`src/hdl/qcqd_pkg.sv`:
```
package qcqd_pkg;

  localparam int CHANNELS    = 4;
  localparam int COUNT_WIDTH = 32;
  localparam int VEC_W       = 8;
  localparam int IDX_W       = 2;
  localparam int IDX_RANGE   = 1 << IDX_W;
  localparam int OUT_CH      = 4;
  localparam int OUT_CNT_W   = 32;

  localparam logic [2:0] PH_IDLE = 3'd4;

  typedef enum logic [1:0] {
    DIR_UNKNOWN = 2'd0,
    DIR_FWD     = 2'd1,
    DIR_REV     = 2'd2
  } dir_e;

  typedef enum logic {
    OP_SAMPLE = 1'b0,
    OP_RESET  = 1'b1
  } op_e;

  typedef struct packed {
    op_e                op;
    logic [VEC_W-1:0]   encoder_bits;
    logic [IDX_W-1:0]   motor_index;
    logic               clear_count;
  } in_t;

  typedef struct packed {
    logic                        changed;
    logic [1:0]                  dir_0;
    logic [1:0]                  dir_1;
    logic [1:0]                  dir_2;
    logic [1:0]                  dir_3;
    logic signed [OUT_CNT_W-1:0] count_0;
    logic signed [OUT_CNT_W-1:0] count_1;
    logic signed [OUT_CNT_W-1:0] count_2;
    logic signed [OUT_CNT_W-1:0] count_3;
  } out_t;

  typedef struct packed {
    logic sample;
    logic reset_ch;
    logic clear;
  } lane_ctrl_t;

  // forward Gray order: 00 -> 10 -> 11 -> 01 -> 00
  function automatic logic [1:0] fwd_next(input logic [1:0] ph);
    logic [1:0] r;
    unique case (ph)
      2'b00:   r = 2'b10;
      2'b10:   r = 2'b11;
      2'b11:   r = 2'b01;
      default: r = 2'b00;
    endcase
    return r;
  endfunction

  function automatic logic signed [OUT_CNT_W-1:0] to_out(input logic [COUNT_WIDTH-1:0] c);
    logic [63:0] ext;
    ext = 64'(signed'(c));
    return ext[OUT_CNT_W-1:0];
  endfunction

endpackage

```
`src/hdl/qcqd_lane.sv`:
```
module qcqd_lane
  import qcqd_pkg::*;
(
  input  logic                   clk_i,
  input  logic                   rst_ni,
  input  lane_ctrl_t             ctrl_i,
  input  logic [1:0]             val_i,
  output dir_e                   dir_o,
  output logic [COUNT_WIDTH-1:0] count_o
);

  logic [2:0]             phase_q, phase_d;
  dir_e                   dir_q, dir_d;
  logic [COUNT_WIDTH-1:0] pos_q, pos_d;

  always_comb begin
    phase_d = phase_q;
    dir_d   = dir_q;
    pos_d   = pos_q;
    if (ctrl_i.sample) begin
      if ({1'b0, val_i} != phase_q) begin
        priority if (phase_q == PH_IDLE) begin
          phase_d = {1'b0, val_i};
          dir_d   = DIR_UNKNOWN;
        end else if (fwd_next(phase_q[1:0]) == val_i) begin
          phase_d = {1'b0, val_i};
          dir_d   = DIR_FWD;
          pos_d   = pos_q + COUNT_WIDTH'(1);
        end else if (fwd_next(val_i) == phase_q[1:0]) begin
          phase_d = {1'b0, val_i};
          dir_d   = DIR_REV;
          pos_d   = pos_q - COUNT_WIDTH'(1);
        end else begin
          // two-step jump: lose lock, keep count
          phase_d = PH_IDLE;
          dir_d   = DIR_UNKNOWN;
        end
      end
    end else if (ctrl_i.reset_ch) begin
      phase_d = PH_IDLE;
      dir_d   = DIR_UNKNOWN;
      if (ctrl_i.clear) begin
        pos_d = '0;
      end
    end
  end

  always_ff @(posedge clk_i or negedge rst_ni) begin
    if (!rst_ni) begin
      phase_q <= PH_IDLE;
      dir_q   <= DIR_UNKNOWN;
      pos_q   <= '0;
    end else begin
      phase_q <= phase_d;
      dir_q   <= dir_d;
      pos_q   <= pos_d;
    end
  end

  assign dir_o   = dir_d;
  assign count_o = pos_d;

endmodule

```
`src/hdl/qcqd_merge.sv`:
```
module qcqd_merge
  import qcqd_pkg::*;
(
  input  logic                                 clk_i,
  input  logic                                 rst_ni,
  input  logic                                 take_i,
  input  logic                                 sample_i,
  input  logic [VEC_W-1:0]                     vec_i,
  input  dir_e                                 lane_dir_i [CHANNELS],
  input  logic [CHANNELS-1:0][COUNT_WIDTH-1:0] lane_cnt_i,
  output logic                                 full_o,
  output logic                                 out_valid_o,
  input  logic                                 out_stall_i,
  output out_t                                 out_data_o
);

  logic [VEC_W-1:0] last_q;
  logic [1:0]                  dir_pad [OUT_CH];
  logic signed [OUT_CNT_W-1:0] cnt_pad [OUT_CH];
  out_t res;
  out_t out_q, skid_q;
  logic out_valid_q, skid_valid_q;
  logic out_free;

  for (genvar i = 0; i < OUT_CH; i++) begin : g_pad
    if (i < CHANNELS) begin : g_lane
      assign dir_pad[i] = lane_dir_i[i];
      assign cnt_pad[i] = to_out(lane_cnt_i[i]);
    end else begin : g_none
      assign dir_pad[i] = DIR_UNKNOWN;
      assign cnt_pad[i] = '0;
    end
  end

  always_comb begin
    res.changed = sample_i && (vec_i != last_q);
    res.dir_0   = dir_pad[0];
    res.dir_1   = dir_pad[1];
    res.dir_2   = dir_pad[2];
    res.dir_3   = dir_pad[3];
    res.count_0 = cnt_pad[0];
    res.count_1 = cnt_pad[1];
    res.count_2 = cnt_pad[2];
    res.count_3 = cnt_pad[3];
  end

  always_ff @(posedge clk_i or negedge rst_ni) begin
    if (!rst_ni) begin
      last_q <= '0;
    end else if (take_i && sample_i) begin
      last_q <= vec_i;
    end
  end

  assign out_free = !out_valid_q || !out_stall_i;

  always_ff @(posedge clk_i or negedge rst_ni) begin
    if (!rst_ni) begin
      out_valid_q  <= 1'b0;
      skid_valid_q <= 1'b0;
    end else if (out_free) begin
      if (skid_valid_q) begin
        out_valid_q  <= 1'b1;
        skid_valid_q <= take_i;
      end else begin
        out_valid_q  <= take_i;
      end
    end else if (take_i) begin
      skid_valid_q <= 1'b1;
    end
  end

  always_ff @(posedge clk_i) begin
    if (out_free) begin
      if (skid_valid_q) begin
        out_q <= skid_q;
        if (take_i) begin
          skid_q <= res;
        end
      end else if (take_i) begin
        out_q <= res;
      end
    end else if (take_i) begin
      skid_q <= res;
    end
  end

  assign full_o      = skid_valid_q;
  assign out_valid_o = out_valid_q;
  assign out_data_o  = out_q;

endmodule

```
`src/hdl/quad_channel_quadrature_decoder.sv`:
```
// Four-channel x4 quadrature decoder. One transaction per clock is accepted when not stalled;
// each gives exactly one result, held in the output register or, if that is stalled, first in
// the skid register. Each channel lane updates its phase, direction and count in the cycle of
// acceptance; a result register plus a skid register let input keep flowing while a result
// waits, and in_stall_o rises only when both hold results the downstream side has not taken.
module quad_channel_quadrature_decoder
  import qcqd_pkg::*;
(
  input  logic clk_i,
  input  logic rst_ni,
  input  logic in_valid_i,
  output logic in_stall_o,
  input  in_t  in_data_i,
  output logic out_valid_o,
  input  logic out_stall_i,
  output out_t out_data_o
);

  logic                                 take;
  logic                                 full;
  logic                                 sample;
  dir_e                                 lane_dir [CHANNELS];
  logic [CHANNELS-1:0][COUNT_WIDTH-1:0] lane_cnt;

  assign in_stall_o = full;
  assign take       = in_valid_i && !full;
  assign sample     = in_data_i.op == OP_SAMPLE;

  for (genvar i = 0; i < CHANNELS; i++) begin : g_lane
    lane_ctrl_t ctrl;
    logic [1:0] val;

    if (2 * i < VEC_W) begin : g_pins
      assign val = in_data_i.encoder_bits[2*i +: 2];
    end else begin : g_nopins
      assign val = 2'b00;
    end

    if (i < IDX_RANGE) begin : g_idx
      assign ctrl.reset_ch = take && !sample && (in_data_i.motor_index == IDX_W'(i));
    end else begin : g_noidx
      assign ctrl.reset_ch = 1'b0;
    end
    assign ctrl.sample = take && sample;
    assign ctrl.clear  = in_data_i.clear_count;

    qcqd_lane u_lane (
      .clk_i   (clk_i),
      .rst_ni  (rst_ni),
      .ctrl_i  (ctrl),
      .val_i   (val),
      .dir_o   (lane_dir[i]),
      .count_o (lane_cnt[i])
    );
  end

  qcqd_merge u_merge (
    .clk_i       (clk_i),
    .rst_ni      (rst_ni),
    .take_i      (take),
    .sample_i    (sample),
    .vec_i       (in_data_i.encoder_bits),
    .lane_dir_i  (lane_dir),
    .lane_cnt_i  (lane_cnt),
    .full_o      (full),
    .out_valid_o (out_valid_o),
    .out_stall_i (out_stall_i),
    .out_data_o  (out_data_o)
  );

endmodule

```
`config.mk`:
```
export PLATFORM = sky130hd
export DESIGN_NAME = quad_channel_quadrature_decoder
export DESIGN_NICKNAME = d
export VERILOG_FILES = /design/src/hdl/qcqd_pkg.sv /design/src/hdl/qcqd_lane.sv /design/src/hdl/qcqd_merge.sv /design/src/hdl/quad_channel_quadrature_decoder.sv
export SDC_FILE = /design/constraint.sdc
export NUM_CORES = 1
export LEC_CHECK = 0
export BUFFER_PORTS_ARGS = -buffer_cell sky130_fd_sc_hd__buf_2
export CAP_MARGIN = 20
export CORE_ASPECT_RATIO = 1.5
export CORE_MARGIN = 10
export CORE_UTILIZATION = 27
export CTS_CLUSTER_SIZE = 12
export DETAILED_ROUTE_END_ITERATION = 10
export PLACE_DENSITY = 0.46
export SETUP_SLACK_MARGIN = 0.1
export SLEW_MARGIN = 20
export SYNTH_ARGS = -nofsm -noshare
export SYNTH_HDL_FRONTEND = slang
export SYNTH_HIERARCHICAL = 1
export SYNTH_SLANG_ARGS = --single-unit
```
`constraint.sdc`:
```
create_clock -name clk_i -period 6.8 [get_ports clk_i]
set_input_delay 1.02 -clock clk_i [delete_from_list [all_inputs] [get_ports clk_i]]
set_output_delay 1.02 -clock clk_i [all_outputs]
set_load 0.005 [all_outputs]
```
==> results of run 1 <==
-- kinds of logic after synthesis --
group                      after synthesis  share of synthesized area [%]
buffers and inverters                  150                           3.33
muxes                                  249                           12.5
xor gates and xnor gates                43                           1.86
adders and majority gates                9                          0.514
and+or+nand+nor                        632                           15.2
DFF                                    432                           56.9
AOI/OAI and AO/OA                      279                           9.66
-- worst max-delay path, cell delays in order, from the launching register on --
cell and delay (ps):
dfrtp_4 670, nor2b_4 300, and2_2 420, buf_4 330, o21ai_0 160, or2_1 340
a221oi_2 460, nor3b_1 330, mux2i_1 170, mux2_2 280
-- flip-flops by register name, summed over array words and instances, names as in the netlist --
register and count:
u_merge/out_data_o 137, u_merge/skid_q 137, g_lane.u_lane/pos_q 128, g_lane.u_lane/phase_q 12, g_lane.u_lane/dir_q 8, u_merge/last_q 8
u_merge/full_o 1, u_merge/out_valid_o 1
-- metrics by stage --
stage	power [mW]	hold slack, ps	instance area (sq um)	setup WS [ps]
5_1_grt	11.3	383	24500	2730
3_3_place_gp	8.12	480	23000	2600
4_1_cts	10.8	361	24500	2970
6_report	10.6	382	24500	3060
2_1_floorplan	6.98	455	21400	1480
3_5_place_dp	8.16	497	23100	2620
-- worst paths after layout --
path,cells past startpoint,slack (ps),startpoint,endpoint
max,9,3060,u_merge/full_o$_DFFE_PN0P_,u_merge/out_data_o[63]$_DFFE_PP_
min,1,380,rst_ni,g_lane[1].u_lane/pos_q[12]$_DFF_PN0_
max reg2reg,9,3060,u_merge/full_o$_DFFE_PN0P_,u_merge/out_data_o[63]$_DFFE_PP_
min reg2reg,1,500,g_lane[0].u_lane/pos_q[31]$_DFF_PN0_,g_lane[0].u_lane/pos_q[31]$_DFF_PN0_
max in group asynchronous,2,5100,rst_ni,u_merge/full_o$_DFFE_PN0P_
min in group clk_i,1,500,g_lane[0].u_lane/pos_q[31]$_DFF_PN0_,g_lane[0].u_lane/pos_q[31]$_DFF_PN0_
-- power by group through the flow --
stage / combinational, mW / clock [mW] / sequential (mW)
global route: 3.91 / 2.71 / 4.71
finish: 3.47 / 2.50 / 4.58
global placement: 3.50 / 0 / 4.62
floorplan: 2.72 / 0 / 4.27
CTS: 3.56 / 2.62 / 4.59
detailed placement: 3.53 / 0 / 4.63
-- layer usage --
layer,vias up,part of all wire [%]
met4,4,2.5
met1,7368,42
met5,-,0.037
met2,337,51
li1,7008,-
met3,73,4.8
-- cells in the final DEF, fill, tap and decap left out, types with 37 or more instances in the layout --
| cell type | n |
|---|---|
| buf_2 | 153 |
| clkbuf_16 | 47 |
| dfrtp_1 | 153 |
| edfxtp_1 | 274 |
| mux2_2 | 146 |
| mux2i_1 | 102 |
| nand2_1 | 231 |
| nand3_1 | 57 |
| nor2_1 | 90 |
| nor3_1 | 50 |
| nor4_1 | 37 |
| o21ai_0 | 40 |
-- cell type report --
type                       count  area share [%]
clock buffer                  74            5.33
timing repair buffer         169            3.68
antenna                        1          0.0102
multi-input combinational   1212            34.9
clock inverter                10           0.607
sequential                   432            49.7
tap                         1024            5.23
inverter                      33           0.505
==> impl_metrics.json, run 1 <==
{
  "rsz0062_at_grt": "no",
  "hp-class": "in2async",
  "swShare_pct": 36.3,
  "powerDensity_nw_per_um2": 431,
  "syn-mean-instance-area_sq_um": 11.9,
  "maxCapViolCount": 0,
  "cts_buffers": 45,
  "outcome": "completed",
  "worstSetupPathType": "reg2reg",
  "worstSetupEndpointType": "flip-flop",
  "slew_viol_final": 0,
  "leakage_nw": 9.47,
  "cts_buffer_depth": 3,
  "irDropWorstVdd_uv": 179,
  "fillers": 7886,
  "drc_errors": 0,
  "layout.nets": 1917,
  "clock_skew_ps": 22.0,
  "seqCellArea_sq_um": 12200,
  "synth_most_common_cell": "edfxtp_1",
  "first_iter_violations": 902,
  "path_clk_slew_ps": 60,
  "grt-ovfl-total": 0,
  "cts_sinks": 432,
  "period_share_pct": 55.0,
  "yosysWarningCount": 6,
  "place_hpwl_um": 39700,
  "area_growth_pct": 14.4,
  "cts_setup_buffers": 0,
  "start_util_pct": 27.2,
  "synth-seq-cells": 432,
  "tightest_slew_ps": 983,
  "io_pins": 155,
  "placedCellCount": 2870,
  "grt_first_pass_wirelength_um": 92000,
  "internal_power_mw": 6.72,
  "grtUsageMet1_pct": 14.9,
  "insertion_delay_ps": 590,
  "critPathArrivalTime_ps": 4070,
  "path_max_fanout": 28,
  "yosysSeqAreaShare_pct": 56.9,
  "use_met3_pct": 2.56,
  "multi_input_area_sq_um": 8550,
  "finalHoldViolations": 0,
  "core_sq_um": 78700,
  "drt_first_pass_iters": 6,
  "die-area_sq_um": 91300,
  "seq_power_share_pct": 43.4,
  "cts_tree": "yes",
  "p_clk_share_pct": 23.7,
  "final_core_util_pct": 31.2,
  "holdBufCountCts": 0,
  "p_sw_mw": 3.83,
  "syn_inst": 1794,
  "wire_per_inst_um": 19.9,
  "die_w_um": 250,
  "period_minus_slack_ps": 3740,
  "grt_util_met2_pct": 22.4,
  "post-synth-top-area-fraction_pct": 38.4,
  "syn-num-nets": 1818,
  "row_count": 126,
  "synth-edff-count": 274,
  "fmax_ghz": 0.267,
  "vias": 14800,
  "maxSlewHeadroom_pct": 34.4,
  "grt_busiest_layer": "met2",
  "antenna_found_initial": 6,
  "cts_max_level": 2,
  "pwr-share-comb_pct": 32.9,
  "yosys.area.top_type": "edfxtp_1",
  "cp-start-kind": "flip-flop",
  "layout-drive-gt1-share_pct": 22.9,
  "place.port_buffers": 154,
  "detail-route-antenna-nets": 0,
  "final_cells": 2955,
  "tns_ps": 0,
  "grt_pass1_vias": 15200,
  "clock-root-buffer": "clkbuf_16",
  "synth_async_sr_flop_share_pct": 36.6,
  "syn_area_sq_um": 21400,
  "yosys-top-cells-area": "edfxtp_1, dfrtp_1, mux2_2, mux2i_1, nand2_1",
  "gp_congestion": 0.829,
  "vias_per_cell": 5.01,
  "fp.dieH_um": 365,
  "synthDistinctLibCells": 87,
  "grt_max_degree": 84,
  "dominantRegCellSynth": "edfxtp_1",
  "wirelength_um": 58700,
  "post_cts_resized": 0,
  "synthTopCellsByCount": "edfxtp_1, nand2_1, dfrtp_1",
  "grt_usage_pct": 12.6,
  "crit_required_ps": 7130,
  "setup_viol": 0
}
(Power assumes the default switching activity.)
==> run 2, diff against run 1 <==
PLACE_DENSITY = 0.45   (was 0.46)
clock period = 3.9 ns   (was 6.8 ns; I/O delays follow)
==> impl_metrics.json, run 2 (synthesized netlist as in run 1, its figures left out) <==
{
  "period_share_pct": 83.5,
  "vias_per_cell": 4.95,
  "period_minus_slack_ps": 3260,
  "cts_buffer_depth": 3,
  "first_iter_violations": 939,
  "hp-class": "in2reg",
  "final_cells": 2993,
  "fmax_ghz": 0.307,
  "path_max_fanout": 21,
  "wirelength_um": 59400,
  "place.port_buffers": 154,
  "start_util_pct": 27.2,
  "clock_skew_ps": 25.3,
  "cts_tree": "yes",
  "setup_viol": 0,
  "preCtsSetupSlack_ps": 373,
  "row_count": 126,
  "die-area_sq_um": 91300,
  "cp-start-kind": "flip-flop",
  "rsz0062_at_grt": "no",
  "detail-route-antenna-nets": 0,
  "placedCellCount": 2903,
  "timing.hold.ws_ps": 429,
  "p_sw_mw": 6.76,
  "grt_busiest_layer": "met2",
  "drc_errors": 0,
  "gp_congestion": 0.819,
  "outcome": "completed",
  "drt_first_pass_iters": 5,
  "post_cts_resized": 0,
  "grt_pass1_vias": 15300,
  "fp.dieH_um": 365,
  "final_cell_mix": "edfxtp_1, nand2_1, dfrtp_1, buf_2, mux2_2",
  "worstSetupPathType": "reg2reg",
  "antenna_found_initial": 2,
  "die_w_um": 250,
  "crit_required_ps": 4230,
  "grt_max_degree": 111,
  "p_clk_share_pct": 24.2,
  "seq_power_share_pct": 42.4,
  "irDropWorstVdd_uv": 363,
  "grt-ovfl-total": 0,
  "path_clk_slew_ps": 60,
  "cts_buffers": 46,
  "powerDensity_nw_per_um2": 753,
  "tns_ps": 0,
  "clock-root-buffer": "clkbuf_16",
  "tightest_slew_ps": 1060,
  "cts_sinks": 432,
  "final_common_cell": "edfxtp_1",
  "grtUsageMet1_pct": 15.6,
  "internal_power_mw": 12.0,
  "worstSetupEndpointType": "flip-flop",
  "grt_usage_pct": 12.8,
  "use_met3_pct": 2.26,
  "critPathArrivalTime_ps": 3590,
  "slew_viol_final": 0,
  "layout-drive-gt1-share_pct": 24.5,
  "grt_first_pass_wirelength_um": 93500,
  "cts_max_level": 2,
  "layout.nets": 1953,
  "vias": 14800,
  "io_pins": 155,
  "grt_util_met2_pct": 22.5,
  "swShare_pct": 36.0,
  "finalHoldViolations": 0,
  "pwr-share-comb_pct": 33.4,
  "maxCapViolCount": 0,
  "area_growth_pct": 16.3,
  "place_hpwl_um": 40800,
  "maxSlewHeadroom_pct": 29.6,
  "timing.final.ws_setup_ps": 643,
  "leakage_nw": 9.71,
  "wire_per_inst_um": 19.9,
  "insertion_delay_ps": 590,
  "core_sq_um": 78700
}
-- run 2: path summary, 6_finish.rpt --
| check | from | endpoint | slack, ps | cells past startpoint |
|---|---|---|---|---|
| setup reg to reg | u_merge/full_o$_DFFE_PN0P_ | u_merge/out_data_o[127]$_DFFE_PP_ | 640 | 8 |
| max in group asynchronous | rst_ni | g_lane[0].u_lane/phase_q[2]$_DFFE_PN1P_ | 2490 | 3 |
| min in group asynchronous | rst_ni | g_lane[1].u_lane/pos_q[11]$_DFF_PN0_ | 590 | 2 |
| hold / removal | in_data_i[7] | g_lane[2].u_lane/phase_q[0]$_DFFE_PN0P_ | 430 | 2 |
| hold reg to reg | g_lane[3].u_lane/pos_q[31]$_DFF_PN0_ | g_lane[3].u_lane/pos_q[31]$_DFF_PN0_ | 510 | 1 |
| setup / recovery | u_merge/full_o$_DFFE_PN0P_ | u_merge/out_data_o[127]$_DFFE_PP_ | 640 | 8 |
-- run 2: per-layer routing --
metal  share of wire (%)  up-vias
met1                  43     7394
met2                  51      265
met5               0.025        -
met4                 2.2        4
met3                 3.8       69
li1                    -     7098
-- run 2: critical path: stages (launching register included) --
cell and delay (ps):
dfrtp_4 490, nor2b_4 240, and2_2 520, o21ai_0 240, or2_1 320, a221oi_2 420, nor3b_1 310, mux2i_1 170
mux2_2 290
-- run 2: timing repair --
action,CTS,global route
endpoints found under the hold margin,4,0
hold buffers,1,0
setup buffers,0,0
-- run 2: area by class of cell --
| class | instances | area (sq um) |
|---|---|---|
| fill | 7956 | 53700 |
| antenna | 3 | 7.51 |
| timing repair buffer | 204 | 1240 |
| tap | 1024 | 1280 |
| clock inverter | 11 | 159 |
| clock buffer | 74 | 1380 |
| multi-input combinational | 1212 | 8550 |
| inverter | 33 | 124 |
| sequential | 432 | 12200 |
-- run 2: power groups by stage --
stage,combinational [mW],sequential [mW],clock (mW)
final,6.26,7.95,4.55
after global routing,7.05,8.17,4.93
after CTS,6.40,7.97,4.77
after detailed placement,6.35,8.04,0
after global placement,6.33,8.04,0
after floorplan,4.74,7.40,0
-- run 2: through the flow --
stage / area (sq um) / utilization (%) / power (mW)
6_report: 24900 / 31.7 / 18.8
5_1_grt: 24900 / 31.7 / 20.1
4_1_cts: 24900 / 31.6 / 19.1
3_5_place_dp: 23300 / 29.7 / 14.4
3_3_place_gp: 23300 / 29.7 / 14.4
2_1_floorplan: 21400 / - / 12.1
==> run 3, diff against run 2 <==
clock period = 3 ns   (was 3.9 ns; I/O delays follow)
==> impl_metrics.json, run 3 (synthesized netlist as in run 1, its figures left out) <==
{
  "outcome": "completed",
  "layout.nets": 2064,
  "grt-ovfl-total": 0,
  "final_common_cell": "edfxtp_1",
  "power_mw": 25.0,
  "final_cell_mix": "edfxtp_1, nand2_1, buf_2, dfrtp_1, buf_4",
  "clock_skew_ps": 23.2,
  "die-area_sq_um": 91300,
  "path_max_fanout": 6,
  "maxCapViolCount": 0,
  "irDropWorstVdd_uv": 362,
  "cp-start-kind": "flip-flop",
  "die_w_um": 250,
  "cts_buffer_depth": 3,
  "core_sq_um": 78700,
  "finalHoldViolations": 0,
  "grt_pass1_vias": 15700,
  "grt_first_pass_wirelength_um": 95000,
  "gp_congestion": 0.831,
  "hp-class": "in2reg",
  "place.port_buffers": 154,
  "diodes": 0,
  "cts_sinks": 432,
  "crit_required_ps": 3340,
  "wirelength_um": 61000,
  "io_pins": 155,
  "layout-drive-gt1-share_pct": 29.7,
  "path_clk_slew_ps": 60,
  "fillers": 7907,
  "antenna_found_initial": 7,
  "first_iter_violations": 921,
  "fin_area_sq_um": 25900,
  "area_growth_pct": 20.8,
  "critPathArrivalTime_ps": 3150,
  "cts_buffers": 45,
  "setup_viol": 0,
  "worstSetupPathType": "reg2reg",
  "drc_errors": 0,
  "insertion_delay_ps": 590,
  "cts_max_level": 2,
  "place_hpwl_um": 42400,
  "clock-root-buffer": "clkbuf_16",
  "period_share_pct": 93.5,
  "tightest_slew_ps": 851,
  "rsz0062_at_grt": "yes",
  "fp.dieH_um": 365,
  "leakage_nw": 10.3,
  "worstSetupEndpointType": "flip-flop",
  "fmax_ghz": 0.356,
  "seqCellArea_sq_um": 12200,
  "vias": 15300,
  "cts_tree": "yes",
  "timing.hold.ws_ps": 354,
  "maxSlewHeadroom_pct": 43.3,
  "place_area_sq_um": 24300,
  "grt_usage_pct": 13.1,
  "row_count": 126,
  "multi_input_area_sq_um": 8720,
  "grt_max_degree": 142,
  "detail-route-antenna-nets": 0,
  "final_cells": 3101,
  "slew_viol_final": 0,
  "drt_first_pass_iters": 5,
  "vias_per_cell": 4.92,
  "cts_setup_buffers": 0,
  "wire_per_inst_um": 19.7,
  "period_minus_slack_ps": 2810,
  "start_util_pct": 27.2,
  "powerDensity_nw_per_um2": 967,
  "placedCellCount": 3016
}
[run 3: worst paths after layout]
kind                                                           start                                 endpoint  slack, ps  depth (start not counted)
worst max-delay path             g_lane[2].u_lane/pos_q[8]$_DFF_PN0_         u_merge/out_data_o[54]$_DFFE_PP_        190                          7
worst min-delay path                                    in_data_i[3]  g_lane[0].u_lane/phase_q[0]$_DFFE_PN0P_        350                          3
worst max register to register   g_lane[2].u_lane/pos_q[8]$_DFF_PN0_         u_merge/out_data_o[54]$_DFFE_PP_        190                          7
worst min register to register  g_lane[1].u_lane/pos_q[31]$_DFF_PN0_     g_lane[1].u_lane/pos_q[31]$_DFF_PN0_        500                          1
max in group asynchronous                                     rst_ni  g_lane[2].u_lane/phase_q[2]$_DFFE_PN1P_       1790                          3
min in group asynchronous                                     rst_ni     g_lane[1].u_lane/pos_q[13]$_DFF_PN0_        430                          2
[run 3: cell type report]
class | instances | area share, %
tap | 1024 | 4.95
inverter | 33 | 0.478
sequential | 432 | 47.1
multi-input combinational | 1212 | 33.7
clock buffer | 73 | 5.07
timing repair buffer | 316 | 8.29
clock inverter | 11 | 0.425
[run 3: metal layers]
metal	vias to the layer above	GRT usage, %	routed length [um]
li1	7288	-	-
met1	7575	15.5	25800
met2	296	23.1	30700
met3	93	2.60	2530
met4	10	4.66	1900
met5	-	0	67
[run 3: repair_timing]
action                     4_1_cts  5_1_grt
pin swaps                        0        1
resized for setup                4       24
hold buffers                     1        0
setup endpoints to repair        4       24
hold endpoints to repair        48        0
[run 3: report_power, final]
group	switching (mW)	internal [mW]
registers	1.39	8.69
clock network	2.40	3.17
logic	5.27	4.11
total	9.07	16.0
[run 3: stage by stage]
step	TNS (ps)	util [%]	worst slack [ps]
after floorplan	-42560	-	-180
after global placement	-192	30.9	-107
after global routing	0	32.9	54.9
after CTS	0	32.7	122
final	0	32.9	194
after detailed placement	-150	30.9	-76.5
[run 3: critical path, cell delays in order (launching register included)]
cell and delay, ps:
dfrtp_1 440, or3_4 430, or4_4 470, o31a_1 360
o311ai_1 320, o41ai_1 130, buf_4 160, mux2_2 250
